--- config.mk ---
export PLATFORM = sky130hd
export DESIGN_NAME = ntc_cfg
export DESIGN_NICKNAME = d
export VERILOG_FILES = /design/src/hdl/ntc_pkg.sv /design/src/hdl/ntc_cfg.sv
export VERILOG_INCLUDE_DIRS = /design/src /design/src/hdl
export SDC_FILE = /design/constraint.sdc
export NUM_CORES = 1
export LEC_CHECK = 0
export BUFFER_PORTS_ARGS = -buffer_cell sky130_fd_sc_hd__buf_2
export CAP_MARGIN = 30
export CORE_MARGIN = 2
export CORE_UTILIZATION = 30
export DETAILED_ROUTE_END_ITERATION = 10
export PLACE_DENSITY_LB_ADDON = 0.3
export SYNTH_ARGS = -nofsm -noshare
export SYNTH_HDL_FRONTEND = slang
export SYNTH_SLANG_ARGS = --single-unit
--- constraint.sdc ---
create_clock -name clk -period 8.6 [get_ports clk]
set_clock_uncertainty 0.05 [all_clocks]
set_input_delay 1.29 -clock clk [delete_from_list [all_inputs] [get_ports clk]]
set_output_delay 1.29 -clock clk [all_outputs]
set_load 0.005 [all_outputs]
--- src/hdl/ntc_adc_to_temperature_macros.svh ---
// Assertion macros shared by the thermistor conversion block.
`ifndef NTC_ADC_TO_TEMPERATURE_MACROS_SVH
`define NTC_ADC_TO_TEMPERATURE_MACROS_SVH

// The consequent must hold in the same cycle as the antecedent.
`define NTC_ASSERT_IMP(label, cond, prop, msg) \
  label: assert property (@(posedge clk) disable iff (rst) (cond) |-> (prop)) \
    else $error(msg);

// The consequent must hold in the cycle after the antecedent.
`define NTC_ASSERT_NXT(label, cond, prop, msg) \
  label: assert property (@(posedge clk) disable iff (rst) (cond) |=> (prop)) \
    else $error(msg);

`endif

--- src/hdl/ntc_pkg.sv ---
// Types and constants shared by the thermistor conversion block.
package ntc_pkg;

  typedef enum logic [1:0] {
    ST_OK,
    ST_ZERO,
    ST_SUPPLY,
    ST_SAT
  } ntc_status_t;

  localparam logic [2:0] REG_SERIES   = 3'd0;
  localparam logic [2:0] REG_BETA     = 3'd1;
  localparam logic [2:0] REG_REF_TEMP = 3'd2;
  localparam logic [2:0] REG_SUPPLY   = 3'd3;
  localparam logic [2:0] REG_ADC_REF  = 3'd4;

  localparam logic [13:0] BETA_RESET    = 14'd3950;
  localparam logic [14:0] REF_RESET     = 15'd2500;
  localparam logic [12:0] SUPPLY_RESET  = 13'd5000;
  localparam logic [12:0] ADC_REF_RESET = 13'd3300;

  localparam int INV_W = 34;
  localparam int T4_Q_W = 24;
  localparam int LOG_FRAC_BITS = 16;

  localparam logic signed [15:0] TEMP_MAX = 16'sd30000;
  localparam logic signed [15:0] TEMP_MIN = -16'sd27315;

  localparam logic [31:0] LN2_Q32 = 32'd2977044472;
  localparam logic [29:0] T4_REM = 30'd655360000;
  localparam logic signed [24:0] KELVIN_1E4 = 25'sd2731500;
  localparam logic [30:0] DIV100_MUL = 31'd1374389535;
  localparam logic [17:0] CENTI_MAX = 18'd30000;
  localparam logic [17:0] CENTI_MIN_MAG = 18'd27315;

  typedef struct packed {
    logic        done;
    ntc_status_t status;
  } ntc_flag_t;

  typedef struct packed {
    ntc_flag_t flag;
    logic      neg;
  } ntc_lnside_t;

  typedef struct packed {
    logic [13:0]      beta;
    logic [12:0]      supply;
    logic [12:0]      adc_ref;
    logic [INV_W-1:0] inv;
    logic             busy;
  } ntc_cfg_t;

endpackage

--- src/hdl/ntc_cfg.sv ---
// Configuration registers and the sequential reciprocal of the reference temperature.
`include "ntc_adc_to_temperature_macros.svh"

module ntc_cfg import ntc_pkg::*; (
  input  logic        clk,
  input  logic        rst,
  input  logic        cfg_valid,
  output logic        cfg_ready,
  input  logic [2:0]  cfg_index,
  input  logic [19:0] cfg_data,
  output ntc_cfg_t    cfg
);

  localparam logic [46:0] INV_DIVIDEND = {7'd100, 40'd0};
  localparam logic [5:0] INV_STEPS = 6'd47;

  logic [13:0] beta;
  logic [14:0] ref_temp;
  logic [12:0] supply;
  logic [12:0] adc_ref;
  logic [5:0]  cnt;
  logic [15:0] rem;
  logic [46:0] quo;
  logic [15:0] t0c;
  logic [16:0] trial;

  assign cfg_ready = 1'b1;
  assign t0c = 16'($signed({{2{ref_temp[14]}}, ref_temp}) + 17'sd27315);
  assign trial = {rem, quo[46]};

  always_ff @(posedge clk) begin
    if (rst) begin
      beta <= BETA_RESET;
      ref_temp <= REF_RESET;
      supply <= SUPPLY_RESET;
      adc_ref <= ADC_REF_RESET;
      cnt <= INV_STEPS;
      rem <= '0;
      quo <= INV_DIVIDEND;
    end else begin
      if (cfg_valid && cfg_ready && cfg_index == REG_REF_TEMP) begin
        cnt <= INV_STEPS;
        rem <= '0;
        quo <= INV_DIVIDEND;
      end else if (cnt != 6'd0) begin
        if (trial >= {1'b0, t0c}) begin
          rem <= 16'(trial - {1'b0, t0c});
          quo <= {quo[45:0], 1'b1};
        end else begin
          rem <= trial[15:0];
          quo <= {quo[45:0], 1'b0};
        end
        cnt <= cnt - 6'd1;
      end
      if (cfg_valid && cfg_ready) begin
        case (cfg_index)
          REG_SERIES: begin
          end
          REG_BETA: beta <= cfg_data[13:0];
          REG_REF_TEMP: ref_temp <= cfg_data[14:0];
          REG_SUPPLY: supply <= cfg_data[12:0];
          REG_ADC_REF: adc_ref <= cfg_data[12:0];
          default: begin
          end
        endcase
      end
    end
  end

  always_comb begin
    cfg.beta = (beta == 14'd0) ? 14'd1 : beta;
    cfg.supply = supply;
    cfg.adc_ref = adc_ref;
    cfg.inv = quo[INV_W-1:0];
    cfg.busy = (cnt != 6'd0);
  end

  `NTC_ASSERT_NXT(a_ref_write_busy, cfg_valid && cfg_ready && cfg_index == REG_REF_TEMP, cfg.busy, "reference write did not start the reciprocal")

endmodule

Yosys cells after proc, flatten, opt, wreduce, memory -nomap -nowiden. Index checks and enable logic that the tools add are counted.

Add/sub/neg operators: 3. $lt $le $gt $ge: 1. Eq/ne operators: 4. Mux-type cells: 3. Reduce and logical (&&, ||, !) cells: 8.

Operators by type and width (number): $ge A17 B16 Y1 (1); $add A15 B16 Y16 const B (1); $mux W16 (1); $sub A16 B16 Y16 (1); $logic_not A14 Y1 (1); $mux W14 (1); $reduce_and A2 Y1 (4); $eq A3 B2 Y1 const B (2); $reduce_bool A6 Y1 (1); $sub A6 B1 Y6 const B (1); $eq A3 B1 Y1 const B (1); $eq A3 B3 Y1 const B (1); $reduce_or A2 Y1 (1); $logic_and A1 B1 Y1 (1); $mux W1 (1).

Register bits after elaboration: 124. Bits of input ports: 26. Output and inout port bits: 76. Logic and storage cells: 26.

Logic depth before layout (Yosys ltp).
Depth after elaboration: 3. Gate-level depth with buffers: 17.

Worst setup path before layout. No wires, ideal clock.

Path kind: reg2reg. Start: reg ref_temp[0]. End: reg rem[14]. Setup time: 124 ps. Arrival: 3437 ps. Slack: 4989 ps. Cell stages (with the launch flop): 18. Period minus slack after synthesis: 3611 ps. Cells stage by stage: dfxtp_1 > inv_1 > ha_1 > nor2_1 > o31a_1 > o21a_1 > o21a_1 > o21a_1 > or2_2 > ha_1 > nand2_1 > nor3_1 > nand3_1 > a311o_2 > and2_4 > buf_12 > nor4_1 > o31ai_1.

Cells in the longest elaborated chain, start to end: 3. Elaborated cells between the ends (all ways): 4. Those cells by class: add/sub (2); order compare (1); mux (1).

Ends and longest elaborated chain: start: declaration (RTL line ntc_cfg.sv:18) `logic [14:0] ref_temp;`; start signal: assignment (RTL line ntc_cfg.sv:60) `REG_REF_TEMP: ref_temp <= cfg_data[14:0];`; $add A15 B16 Y16 (*) (RTL line ntc_cfg.sv:28) `assign t0c = 16'($signed({{2{ref_temp[14]}}, ref_temp}) + 17'sd27315);`; $sub A16 B16 Y16 / $ge A17 B16 Y1 (equally long branches) (RTL line ntc_cfg.sv:47, ntc_cfg.sv:46); $mux W16 (*) (RTL line ntc_cfg.sv:46) `if (trial >= {1'b0, t0c}) begin`; end signal: assignment (RTL line ntc_cfg.sv:47) `rem <= 16'(trial - {1'b0, t0c});`; end signal: assignment (RTL line ntc_cfg.sv:50) `rem <= trial[15:0];`; end: declaration (RTL line ntc_cfg.sv:22) `logic [15:0] rem;`.

Every way passes the cells marked *; elsewhere a longest branch is shown, timed or not. A chain may end at the register's enable or synchronous reset.

Worst setup path in the final report.
Start: reg ref_temp[0]. End: reg rem[6].

Same word-level chain as after synthesis.

==> flow_metrics.tcl <==
set metrics [dict create \
    outcome "finished, final reports clean" \
    fillCellCount 2060 \
    hold_path.class "flip-flop to flip-flop" \
    buffer_depth_of_the_longest_clock_path 2 \
    grt_util_overall_pct 13.20 \
    port-buffer-count 95 \
    r2r-start "ref_temp[0]$_SDFFE_PP0P_" \
    cts_root_buffer "clkbuf_16" \
    worst_slew_margin_rel_pct 37.68 \
    worst-r2r-cell-count 16 \
    count_of_nets_after_finishing 810 \
    die-width_um 143.8 \
    synth_cells 731 \
    clkTransAtPathRegs_ns 0.05 \
    synth_enable_flop_cells 0 \
    yosys.cell_types.count 49 \
    synth.net_count 776 \
    accumulated_negative_setup_slack_ns 0 \
    design.core.area_mm2 0.01933 \
    total_switching_power_mw 0.4566 \
    yosysSeqAreaShare_pct 42.33 \
    grt_pass1_wl_um 21560 \
    power_frac_seq_pct 39.9 \
    synth_top_area_share_pct 42.33 \
    start_util_pct 30.33 \
    gpl.final_weighted_congestion 0.7842 \
    first_global_vias 4317 \
    avgSynthCellArea_um2 8.022 \
    required_ns 8.87 \
    final_period_demand_of_the_worst_path_ns 4.060 \
    area_used_by_sequential_logic_in_the_layout_mm2 0.002482 \
    layout-drive-gt1-share_pct 18.66 \
    clock_power_share_pct 41.5 \
    unrepaired_setup_endpoints_after_global_routing "false" \
    final_cell_mix "nand2_1 (190), dfxtp_1 (124), a21oi_1 (102)" \
    report.power.total_mw 1.613 \
    flow.area_growth_from_synthesis_pct 15.98 \
    timing.hold.worst_endpoint "quo[44]$_SDFFE_PP0P_" \
    power-per-cell-area_mw_per_mm2 237.2 \
    ios 102 \
    synthesis.area_mm2 0.005864 \
    timing.critical_path.from_type "flip-flop" \
    ir_worst_vdd_uv 122.6 \
    num_antenna_cells 0 \
    floorplan.die_area_mm2 0.02068 \
    drc 0 \
    max_clock_freq_mhz 246.3 \
    finalHoldViolations 0 \
    grt_start_max_net_pins 75 \
    hold-worst-slack_ns 0.4010 \
    critical_path_arrival_ns 4.33 \
    post-cts-setup-buffer-count 0 \
    crit_type "flip-flop to flip-flop" \
    layout.cells.most_common "nand2_1" \
    grt-ovfl-total 0 \
    comb_power_share_pct 18.6 \
    netlist.top_cell.by_area "dfxtp_1" \
    number_of_warning_messages_in_the_yosys_log 0 \
    cts_made_buffers 17 \
    antenna_left 0 \
    synth_flop_cell "dfxtp_1" \
    row_count 51 \
    critPathMaxFanout 22 \
    worstHoldPathCells 2 \
    vias 4819 \
    place.detailed.hpwl_um 8896 \
    clock_sink_count 124 \
    total_area_of_multi_input_combinational_cells_mm2 0.002880 \
    wire_per_inst_um 12.79 \
    die_y_um 143.8 \
    routed_via_density 4.625 \
    report.final.setup_viol 0 \
    drt_iter0_markers 231 \
    cts_tree "done" \
    regToRegEndpoint "rem[6]$_SDFFE_PP0P_" \
    synth.area.top_cells "dfxtp_1 (42%), nand2_1 (12%), a21oi_1 (8.7%)" \
    cts_hold_repair.buffers 0 \
    internal_power_mw 1.156 \
    synthArstFlopShare_pct 0 \
    h_tree_lvls 4 \
    tightestPinTransition_ns 0.9348 \
    clk-insertion-delay-late_ns 0.42 \
    worstHoldStart "quo[44]$_SDFFE_PP0P_" \
    timing.critical_path.to_type "flip-flop" \
    total_leakage_power_nw 2.801 \
    final.period_utilization_pct 47.21 \
    power.switching_fraction_pct 28.31 \
    critPathLaunch "ref_temp[0]$_SDFFE_PP0P_" \
    drv.max_cap_violation_count 0 \
    ys_seq_elements 124 \
    detailedRoute.firstPassIterationCount 4 \
    routed_wl_um 13320 \
    post_cts.resized_instances 0 \
    antenna_found_initial 0 \
    timing.reg2reg.setup_slack_ns 4.54 \
    slew_violations 0 \
]
[worst max path at each step]
stage,slack [ns],end,depth (start not counted)
floorplan,4.99,rem[14]$_SDFFE_PP0P_,17
global placement,4.55,rem[6]$_SDFFE_PP0P_,16
detailed placement,4.53,rem[6]$_SDFFE_PP0P_,16
CTS,4.49,rem[6]$_SDFFE_PP0P_,16
global route,4.24,rem[14]$_SDFFE_PP0P_,16
finish,4.54,rem[6]$_SDFFE_PP0P_,16
[metrics by stage]
stage	utilization, %	setup slack [ns]	cell area [um^2]	std cells
floorplan	-	4.989	5864	731
global placement	32.32	4.551	6248	1011
detailed placement	32.32	4.533	6248	1011
CTS	35.18	4.494	6802	1042
global route	35.18	4.241	6802	1042
finish	35.18	4.540	6802	1042
[cell usage after synthesis (2+ instances only)]
cell type and instances:
nor4_1 5, mux2i_1 15, and3_1 5, a211o_1 10, nand2b_1 2, nor2b_1 13
xnor2_1 14, o21a_1 6, nand2_1 190, a21oi_1 102, a21o_1 9, xor2_1 10
nand3b_1 17, nor3_1 6, inv_1 9, a211oi_1 3, nor2_1 21, nand3_1 10
dfxtp_1 124, buf_4 36, o31a_1 2, clkbuf_1 41, buf_1 7, a31oi_1 4
o21ai_0 25, or2_2 5, ha_1 18
[layout make-up]
class | instances | area share [%]
Multi-Input combinational cell | 512 | 42.35
Timing Repair Buffer | 101 | 7.653
Tap cell | 265 | 4.875
Inverter | 9 | 0.4967
Sequential cell | 124 | 36.50
Clock inverter | 11 | 1.416
Clock buffer | 20 | 6.714
[power by group through the flow]
stage | clock network (mW) | registers, mW | logic [mW]
after floorplan | 0 | 0.646 | 0.260
after global placement | 0 | 0.654 | 0.301
after detailed placement | 0 | 0.655 | 0.301
after CTS | 0.684 | 0.643 | 0.303
after global routing | 0.714 | 0.650 | 0.342
final | 0.669 | 0.644 | 0.300
[metal layers]
layer,track usage [%],share of wire [%],up-vias
li1,-,-,2501
met1,17.24,49,2181
met2,19.67,43,126
met3,5.598,6.9,11
met4,4.180,1.1,0
met5,0,0,-
[critical path, stage by stage, from the launching register on]
cell and delay (ns):
dfxtp_1 0.32, inv_1 0.12, ha_1 0.20, nor2_1 0.09, o31a_1 0.28, o21a_1 0.20
o21a_1 0.20, o21a_1 0.18, or2_2 0.31, ha_1 0.37, nand2_1 0.12, nor3_1 0.18
nand3_1 0.10, a311o_2 0.43, and2_4 0.27, or3_1 0.37, a31oi_1 0.18
[registers in the layout (all words and copies together) (netlist names)]
register,cells
supply,13
adc_ref,13
rem,16
ref_temp,15
beta,14
cnt,6
quo,47
[cells by family (layout without fill, tap and decap cells)]
logic type               after synthesis  after routing  share of synthesized area (%)
AO/OA/AOI/OAI                        172            172                          17.35
adder cells (fa/ha/maj)               19             19                          4.182
multiplexers                          15             15                          2.560
flip-flops                           124            124                          42.33
buffers and inverters                 95            141                          8.684
AND/OR/NAND/NOR                      281            281                          21.25
other                                  1              1                        0.06395
XOR/XNOR                              24             24                          3.584
Note: power is estimated with default switching activity, not from simulation.
